### src/hw/rtl/lnf_pkg.sv
// shared constants, command codes and controller/datapath interface types
`default_nettype none

package lnf_pkg;

  localparam int MAX_LEN_DEF = 64;

  // fixed widths of the arithmetic
  localparam int SD_W    = 24;           // deviation in units of 2^-8
  localparam int VAR_W   = 32;           // variance plus epsilon
  localparam int SQ_IN_W = VAR_W + 16;   // radicand
  localparam int Y_W     = 35;           // clamped normalized value, signed
  localparam int ACC_W   = Y_W + 17;     // affine sum before rounding

  // configuration register indexes
  localparam int CFG_IDX_W = 1;
  localparam logic [CFG_IDX_W-1:0] CFG_EPSILON = 1'd0;
  localparam logic [CFG_IDX_W-1:0] CFG_AFFINE  = 1'd1;

  localparam logic [15:0] EPSILON_RST = 16'd1;
  localparam logic        AFFINE_RST  = 1'b1;

  // datapath operations
  localparam int OP_W = 5;
  localparam logic [OP_W-1:0] OP_NONE      = 5'd0;
  localparam logic [OP_W-1:0] OP_PROD      = 5'd1;
  localparam logic [OP_W-1:0] OP_DIFF      = 5'd2;
  localparam logic [OP_W-1:0] OP_DIV_VAR   = 5'd3;
  localparam logic [OP_W-1:0] OP_TAKE_VAR  = 5'd4;
  localparam logic [OP_W-1:0] OP_SQRT      = 5'd5;
  localparam logic [OP_W-1:0] OP_TAKE_SD   = 5'd6;
  localparam logic [OP_W-1:0] OP_DIV_RSTD  = 5'd7;
  localparam logic [OP_W-1:0] OP_TAKE_RSTD = 5'd8;
  localparam logic [OP_W-1:0] OP_DIV_MEAN  = 5'd9;
  localparam logic [OP_W-1:0] OP_TAKE_MEAN = 5'd10;
  localparam logic [OP_W-1:0] OP_NX        = 5'd11;
  localparam logic [OP_W-1:0] OP_DIV_Y     = 5'd12;
  localparam logic [OP_W-1:0] OP_TAKE_Y    = 5'd13;
  localparam logic [OP_W-1:0] OP_MUL       = 5'd14;
  localparam logic [OP_W-1:0] OP_SUM       = 5'd15;
  localparam logic [OP_W-1:0] OP_LOAD      = 5'd16;

  typedef struct packed {
    logic            accept;
    logic [OP_W-1:0] op;
  } lnf_cmd_t;

  typedef struct packed {
    logic full;
    logic div_done;
    logic sqrt_done;
    logic last;
    logic out_free;
  } lnf_stat_t;

endpackage

`default_nettype wire

### src/hw/rtl/lnf_ctrl.sv
// sequencer: collect a slice, compute statistics, then emit each element
`default_nettype none

module lnf_ctrl (
  input  wire logic               clk,
  input  wire logic               rst_n,
  input  wire logic               in_valid,
  input  wire logic               in_slice_end,
  output logic                    in_stall,
  input  wire lnf_pkg::lnf_stat_t stat,
  output lnf_pkg::lnf_cmd_t       cmd
);

  localparam logic [4:0] S_ACC   = 5'd0;
  localparam logic [4:0] S_PROD  = 5'd1;
  localparam logic [4:0] S_DIFF  = 5'd2;
  localparam logic [4:0] S_VGO   = 5'd3;
  localparam logic [4:0] S_VWAIT = 5'd4;
  localparam logic [4:0] S_VTAKE = 5'd5;
  localparam logic [4:0] S_SGO   = 5'd6;
  localparam logic [4:0] S_SWAIT = 5'd7;
  localparam logic [4:0] S_STAKE = 5'd8;
  localparam logic [4:0] S_RGO   = 5'd9;
  localparam logic [4:0] S_RWAIT = 5'd10;
  localparam logic [4:0] S_RTAKE = 5'd11;
  localparam logic [4:0] S_MGO   = 5'd12;
  localparam logic [4:0] S_MWAIT = 5'd13;
  localparam logic [4:0] S_MTAKE = 5'd14;
  localparam logic [4:0] S_RD    = 5'd15;
  localparam logic [4:0] S_NX    = 5'd16;
  localparam logic [4:0] S_YGO   = 5'd17;
  localparam logic [4:0] S_YWAIT = 5'd18;
  localparam logic [4:0] S_YTAKE = 5'd19;
  localparam logic [4:0] S_MUL   = 5'd20;
  localparam logic [4:0] S_SUM   = 5'd21;
  localparam logic [4:0] S_LOAD  = 5'd22;

  logic [4:0] state_r, state_nxt;

  always_comb begin
    state_nxt  = state_r;
    cmd.accept = 1'b0;
    cmd.op     = lnf_pkg::OP_NONE;
    in_stall   = 1'b1;
    case (state_r)
      S_ACC: begin
        in_stall   = 1'b0;
        cmd.accept = in_valid;
        // a full buffer closes the slice as if marked
        if (in_valid && (in_slice_end || stat.full)) begin
          state_nxt = S_PROD;
        end
      end
      S_PROD: begin
        cmd.op    = lnf_pkg::OP_PROD;
        state_nxt = S_DIFF;
      end
      S_DIFF: begin
        cmd.op    = lnf_pkg::OP_DIFF;
        state_nxt = S_VGO;
      end
      S_VGO: begin
        cmd.op    = lnf_pkg::OP_DIV_VAR;
        state_nxt = S_VWAIT;
      end
      S_VWAIT: begin
        if (stat.div_done) begin
          state_nxt = S_VTAKE;
        end
      end
      S_VTAKE: begin
        cmd.op    = lnf_pkg::OP_TAKE_VAR;
        state_nxt = S_SGO;
      end
      S_SGO: begin
        cmd.op    = lnf_pkg::OP_SQRT;
        state_nxt = S_SWAIT;
      end
      S_SWAIT: begin
        if (stat.sqrt_done) begin
          state_nxt = S_STAKE;
        end
      end
      S_STAKE: begin
        cmd.op    = lnf_pkg::OP_TAKE_SD;
        state_nxt = S_RGO;
      end
      S_RGO: begin
        cmd.op    = lnf_pkg::OP_DIV_RSTD;
        state_nxt = S_RWAIT;
      end
      S_RWAIT: begin
        if (stat.div_done) begin
          state_nxt = S_RTAKE;
        end
      end
      S_RTAKE: begin
        cmd.op    = lnf_pkg::OP_TAKE_RSTD;
        state_nxt = S_MGO;
      end
      S_MGO: begin
        cmd.op    = lnf_pkg::OP_DIV_MEAN;
        state_nxt = S_MWAIT;
      end
      S_MWAIT: begin
        if (stat.div_done) begin
          state_nxt = S_MTAKE;
        end
      end
      S_MTAKE: begin
        cmd.op    = lnf_pkg::OP_TAKE_MEAN;
        state_nxt = S_RD;
      end
      S_RD: begin
        // ram read of the current element in flight
        state_nxt = S_NX;
      end
      S_NX: begin
        cmd.op    = lnf_pkg::OP_NX;
        state_nxt = S_YGO;
      end
      S_YGO: begin
        cmd.op    = lnf_pkg::OP_DIV_Y;
        state_nxt = S_YWAIT;
      end
      S_YWAIT: begin
        if (stat.div_done) begin
          state_nxt = S_YTAKE;
        end
      end
      S_YTAKE: begin
        cmd.op    = lnf_pkg::OP_TAKE_Y;
        state_nxt = S_MUL;
      end
      S_MUL: begin
        cmd.op    = lnf_pkg::OP_MUL;
        state_nxt = S_SUM;
      end
      S_SUM: begin
        cmd.op    = lnf_pkg::OP_SUM;
        state_nxt = S_LOAD;
      end
      S_LOAD: begin
        if (stat.out_free) begin
          cmd.op    = lnf_pkg::OP_LOAD;
          state_nxt = stat.last ? S_ACC : S_RD;
        end
      end
      default: begin
        state_nxt = S_ACC;
      end
    endcase
  end

  always_ff @(posedge clk) begin
    if (!rst_n) begin
      state_r <= S_ACC;
    end else begin
      state_r <= state_nxt;
    end
  end

endmodule

`default_nettype wire

### config.mk
export PLATFORM = sky130hd
export DESIGN_NAME = lnf_ctrl
export DESIGN_NICKNAME = d
export VERILOG_FILES = /design/src/hw/rtl/lnf_pkg.sv /design/src/hw/rtl/lnf_ctrl.sv
export SDC_FILE = /design/constraint.sdc
export NUM_CORES = 1
export LEC_CHECK = 0
export ABC_CLOCK_PERIOD_IN_PS = 2780
export BUFFER_PORTS_ARGS = -buffer_cell sky130_fd_sc_hd__buf_2
export CORE_MARGIN = 4
export CORE_UTILIZATION = 35
export CTS_CLUSTER_DIAMETER = 200
export DETAILED_ROUTE_END_ITERATION = 10
export HOLD_SLACK_MARGIN = 0.12
export PLACE_DENSITY = 0.66
export SLEW_MARGIN = 20
export SYNTH_ARGS = -nofsm -noshare
export SYNTH_HDL_FRONTEND = slang
export SYNTH_SLANG_ARGS = --single-unit
### constraint.sdc
create_clock -name clk -period 2.78 [get_ports clk]
set_input_delay 0.139 -clock clk [delete_from_list [all_inputs] [get_ports clk]]
set_output_delay 0.139 -clock clk [all_outputs]
set_load 0.01 [all_outputs]
==> results of run 1 <==
[final cells by class]
class / instances / area [sq um]
well taps: 16 / 20.0
flip-flops and latches: 5 / 100
repair buffers: 16 / 82.6
fillers: 182 / 866
clock buffers: 4 / 26.3
multi-input cells: 68 / 428
inverters: 5 / 18.8
[cell families (layout without fill, tap and decap cells)]
| logic type | Yosys count | after routing | synth area share [%] |
|---|---|---|---|
| AO/OA/AOI/OAI | 30 | 30 | 33.5 |
| XOR/XNOR | 1 | 1 | 1.50 |
| buffers and inverters | 13 | 25 | 9.44 |
| flip-flops | 5 | 5 | 17.2 |
| multiplexers | 2 | 2 | 3.43 |
| AND/OR/NAND/NOR | 35 | 35 | 35.0 |
[through the flow]
stage	util (%)	worst slack [ns]
finish	43.8	0.833
global route	43.8	0.677
CTS	43.8	0.827
detailed placement	42.1	0.895
global placement	42.1	0.943
floorplan	-	1.24
[placed cells by master (no fill, tap or decap), types with 3 or more instances in the layout]
cell type	instances
a21oi_1	9
nand4b_1	3
nor2_1	6
nand2_1	7
nor3_1	3
clkbuf_4	3
o21ai_0	7
inv_1	5
nand3_1	4
dfxtp_1	5
buf_2	15
[worst max-delay path: cells and delay by family (launching register included)]
kind                   cells  cell delay (ns)
AO/OA/AOI/OAI              3             0.27
flip-flops                 1             0.63
buffers and inverters      1             0.15
AND/OR/NAND/NOR            2             0.52
[worst max-delay path by stage]
stage / from / to / slack (ns) / cells past startpoint
global route: state_r[0] / cmd[0] / 0.68 / 6
CTS: state_r[0] / cmd[0] / 0.83 / 6
global placement: state_r[3] / state_r[0] / 0.94 / 5
detailed placement: state_r[3] / state_r[1] / 0.89 / 5
finish: state_r[0] / cmd[0] / 0.83 / 6
floorplan: state_r[2] / cmd[0] / 1.24 / 6
[power groups by stage]
stage	Sequential [mW]	Clock [mW]	Combinational, mW
4_1_cts	0.115	0.0927	0.163
3_5_place_dp	0.116	0	0.162
6_report	0.115	0.0888	0.162
5_1_grt	0.120	0.0967	0.183
3_3_place_gp	0.115	0	0.162
2_1_floorplan	0.0920	0	0.142
[per-layer routing]
metal / up-vias / share of wire, % / track usage (%)
met2: 15 / 43 / 16.5
met4: 0 / 0.75 / 6.73
met5: - / 0 / 0
met1: 287 / 51 / 16.6
met3: 2 / 5.1 / 3.67
li1: 345 / - / -
[cells in the mapped netlist, drive strengths merged (2+ instances only)]
cell type | instances | area (sq um)
a21oi | 9 | 45.0
nor3 | 3 | 15.0
buf | 4 | 21.3
nand4b | 3 | 26.3
o32ai | 2 | 17.5
or2 | 2 | 12.5
inv | 5 | 18.8
nand2 | 7 | 26.3
o21ai | 9 | 45.0
o211ai | 2 | 15.0
mux2i | 2 | 20.0
dfxtp | 5 | 100
clkbuf | 4 | 15.0
nand3 | 4 | 20.0
nor2 | 6 | 22.5
nor2b | 2 | 12.5
==> flow_metrics.py, run 1 <==
metrics = {
    "grt": {
        "grt_pass1_vias": 550,
        "grt_overflow_total": 0,
        "grt_pass1_wl_um": 2370,
        "grt_usage_pct": 12.1,
        "grt_max_degree": 22,
        "antenna_found_initial": 0,
    },
    "drt": {
        "ant_nets": 0,
        "wirelength_um": 1330,
        "drt-initial-drc-count": 7,
        "vias": 649,
        "route.detailed.drc": 0,
        "wl_per_cell_um": 11.7,
        "first_pass_iters": 4,
        "via_per_inst": 5.69,
    },
    "timing": {
        "timing.fmax_ghz": 0.513,
        "slew_violations": 0,
        "worst_pin_slew_ns": 0.609,
        "hold_slack_ns": 0.189,
        "rsz0062_at_grt": "no",
        "fin_worst_skew_ns": 0.00428,
        "hold_viol": 0,
        "finalCriticalPeriod_ns": 1.95,
        "timing.final.crit_share_pct": 70.1,
        "setup_violations": 0,
        "tns_ns": 0,
        "relSlewSlack_pct": 59.3,
    },
    "synthesis": {
        "synth_ff_type": "dfxtp_1",
        "syn-num-nets": 95,
        "ys_async_sr_fraction_pct": 0,
        "yosys_register_bits": 5,
        "ys_seq_area_share_pct": 17.2,
        "avgSynthCellArea_sq_um": 6.78,
        "syn_inst": 86,
        "synth_area_sq_um": 583,
        "synth_cell_type_count": 37,
        "ys_warn_count": 0,
        "synth-edff-count": 0,
    },
    "clocking": {
        "ctsHoldBuffers": 0,
        "cts_root_buf": "clkbuf_4",
        "clockBufferDepth": 2,
        "clk_latency_ns": 0.25,
        "h-tree-depth": 1,
        "cts_inserted_buffers": 3,
        "cts_tree": "yes",
        "cts.sinks": 5,
        "post_cts_resize_count": 0,
        "cts_setup_buffers": 0,
        "clk_pin_slew_ns": 0.05,
    },
    "finish": {
        "finish.instance_area_sq_um": 676,
        "final_nets": 108,
        "num_antenna_cells": 0,
        "top_register": "state_r",
        "area_growth_pct": 15.9,
        "reg_top3": "state_r (5)",
        "fin_cells": 114,
        "largest_reg_flops": 5,
        "drive_gt1_share_pct": 23.5,
    },
    "setup_path": {
        "rrSetupSlack_ns": 0.87,
        "r2r-end": "state_r[1]",
        "cp-end-kind": "output port",
        "critPathKind": "register to output port",
        "r2r_cells": 5,
        "slowest_stage": "dfxtp_1",
        "path_common_cell": "a21oi_1",
        "cp_cell_sequence": "nor2b_1 -> a21oi_1 -> nor2_1 -> a21oi_1 -> o21ai_0 -> buf_2",
        "worstPathMaxFanout": 16,
        "cp-start-kind": "register",
        "r2r_start": "state_r[3]",
        "slowest_delay_ns": 0.63,
        "critPathRequiredTime_ns": 2.64,
        "cp.arrival_ns": 1.81,
    },
    "pwr": {
        "clock_power_share_pct": 24.3,
        "sw_frac_of_total_pct": 42.0,
        "p_int_uw": 212,
        "power_uw": 366,
        "p_sw_uw": 154,
        "power_frac_seq_pct": 31.5,
        "power.density_mw_per_mm2": 542,
        "leakage_nw": 0.264,
        "combPwrFrac_pct": 44.3,
        "vdd_ir_drop_max_mv": 0.249,
    },
    "placed_design": {
        "globalplace.congestion": 0.809,
        "hpwl_um": 960,
        "dpl-instance-area_sq_um": 649,
        "dp.cells": 110,
        "port_buffers": 15,
    },
    "hold_path": {
        "holdCritStartpoint": "rst_n",
        "holdPathEnd": "state_r[3]",
        "min_path_type": "primary input to register",
        "worstHoldPathCells": 3,
    },
    "floorplanning": {
        "core_area_sq_mm": 0.00154,
        "initial_core_util_pct": 37.8,
        "pin_count": 16,
        "row_count": 14,
        "die_area_sq_mm": 0.00238,
        "die_x_um": 48.8,
        "fp.dieH_um": 48.8,
    },
    "run_status": {
        "status": "finished, final reports clean",
    },
    "flow_run": {
        "timing.max_cap.violations": 0,
    },
}
Note: power is estimated with default switching activity, not from simulation.
==> inputs of run 2 (changes only) <==
--- a/config.mk
+++ b/config.mk
@@ -5,7 +5,7 @@
 export SDC_FILE = /design/constraint.sdc
 export NUM_CORES = 1
 export LEC_CHECK = 0
-export ABC_CLOCK_PERIOD_IN_PS = 2780
+export ABC_CLOCK_PERIOD_IN_PS = 2000
 export BUFFER_PORTS_ARGS = -buffer_cell sky130_fd_sc_hd__buf_2
 export CORE_MARGIN = 4
 export CORE_UTILIZATION = 35
==> constraint.sdc (replaced) <==
create_clock -name clk -period 2 [get_ports clk]
set_input_delay 0.1 -clock clk [delete_from_list [all_inputs] [get_ports clk]]
set_output_delay 0.1 -clock clk [all_outputs]
set_load 0.01 [all_outputs]
==> flow_metrics.py, run 2 (synthesized netlist as in run 1, its figures left out) <==
metrics = {
    "pwr": {
        "p_sw_uw": 215,
        "vdd_ir_drop_max_mv": 0.288,
        "power_frac_seq_pct": 27.4,
        "leakage_nw": 0.291,
        "combPwrFrac_pct": 49.4,
        "power_uw": 523,
        "power.density_mw_per_mm2": 733,
        "clock_power_share_pct": 23.1,
        "p_int_uw": 308,
        "sw_frac_of_total_pct": 41.1,
    },
    "finish": {
        "final_nets": 113,
        "finish.utilization_pct": 46.3,
        "fin_cells": 119,
        "top_register": "state_r",
        "largest_reg_flops": 5,
        "drive_gt1_share_pct": 27.2,
        "layout_commonest_cell": "buf_2",
        "area_growth_pct": 22.3,
        "final_cell_mix": "15 x buf_2, 9 x a21oi_1, 7 x nand2_1, 7 x o21ai_0",
        "num_antenna_cells": 0,
        "reg_top3": "state_r (5)",
        "regArea_sq_um": 100,
        "fillers": 168,
        "multi_input_area_sq_um": 428,
        "finish.instance_area_sq_um": 713,
    },
    "timing": {
        "timing.fmax_ghz": 0.555,
        "finalCriticalPeriod_ns": 1.80,
        "worst_pin_slew_ns": 0.421,
        "tns_ns": 0,
        "slew_violations": 0,
        "relSlewSlack_pct": 71.9,
        "setup_violations": 0,
        "fin_worst_skew_ns": 0.000412,
        "rsz0062_at_grt": "no",
        "setup_slack_ns": 0.199,
        "timing.final.crit_share_pct": 90.1,
        "hold_viol": 0,
        "hold_slack_ns": 0.156,
    },
    "setup_path": {
        "cp-start-kind": "register",
        "cp.arrival_ns": 1.70,
        "cp-end-kind": "output port",
        "worstPathMaxFanout": 15,
        "critPathRequiredTime_ns": 1.90,
        "critPathKind": "register to output port",
        "r2r_cells": 5,
    },
    "floorplanning": {
        "core_area_sq_mm": 0.00154,
        "pin_count": 16,
        "initial_core_util_pct": 37.8,
        "die_x_um": 48.8,
        "fp.dieH_um": 48.8,
        "die_area_sq_mm": 0.00238,
        "row_count": 14,
    },
    "clocking": {
        "h-tree-depth": 1,
        "cts_setup_buffers": 0,
        "cts.sinks": 5,
        "cts_root_buf": "clkbuf_4",
        "clockBufferDepth": 2,
        "clk_latency_ns": 0.25,
        "ctsHoldBuffers": 0,
        "post_cts_resize_count": 0,
        "cts_inserted_buffers": 3,
        "clk_pin_slew_ns": 0.04,
        "cts_tree": "yes",
    },
    "drt": {
        "first_pass_iters": 4,
        "wl_per_cell_um": 12.2,
        "drt-initial-drc-count": 17,
        "via_per_inst": 5.93,
        "ant_nets": 0,
        "route.detailed.drc": 0,
        "wirelength_um": 1460,
        "vias": 706,
    },
    "grt": {
        "grt_overflow_total": 0,
        "antenna_found_initial": 0,
        "grt_max_degree": 16,
        "grt_pass1_wl_um": 2440,
        "grt_pass1_vias": 547,
        "grt_usage_pct": 12.8,
    },
    "flow_run": {
        "timing.max_cap.violations": 0,
    },
    "placed_design": {
        "port_buffers": 15,
        "hpwl_um": 1080,
        "pre_cts_ws_ns": 0.223,
        "dp.cells": 115,
        "dpl-instance-area_sq_um": 687,
        "globalplace.congestion": 0.851,
    },
    "run_status": {
        "status": "finished, final reports clean",
    },
    "hold_path": {
        "min_path_type": "primary input to register",
        "worstHoldPathCells": 3,
    },
}
run 2: changes by cell type in the layout (fill, tap and decap cells not counted):
cell,delta
buf_4,+5
run 2: worst max-delay path, cell delays in order, from the launching register on:
cell	delay, ns
dfxtp_1	0.57
nor2b_1	0.35
a21oi_1	0.11
nor2_1	0.10
a21oi_1	0.04
o21ai_0	0.13
buf_2	0.15
run 2: cell type report:
type | count | area share, %
Clock buffer | 4 | 3.68
Inverter | 5 | 2.63
Multi-Input combinational cell | 68 | 60.0
Sequential cell | 5 | 14.0
Tap cell | 16 | 2.81
Timing Repair Buffer | 21 | 16.8
run 2: power groups by stage:
stage / clock network (mW) / registers (mW) / logic (mW)
final: 0.121 / 0.143 / 0.259
after detailed placement: 0 / 0.143 / 0.259
after global placement: 0 / 0.143 / 0.255
after floorplan: 0 / 0.128 / 0.198
after global routing: 0.138 / 0.148 / 0.285
after CTS: 0.126 / 0.142 / 0.259
run 2: metal layers:
layer	vias up	track usage, %	part of all wire, %
met3	4	3.67	7.2
met1	322	16.8	47
li1	352	-	-
met2	28	18.0	43
met4	0	8.07	2.3
met5	-	0	0
run 2: final timing paths:
kind,start,end,slack [ns]
worst min-delay path,rst_n,state_r[3],0.16
worst max register to register,state_r[2],state_r[0],0.20
worst min register to register,state_r[0],state_r[1],0.66
worst max-delay path,state_r[2],cmd[0],0.20
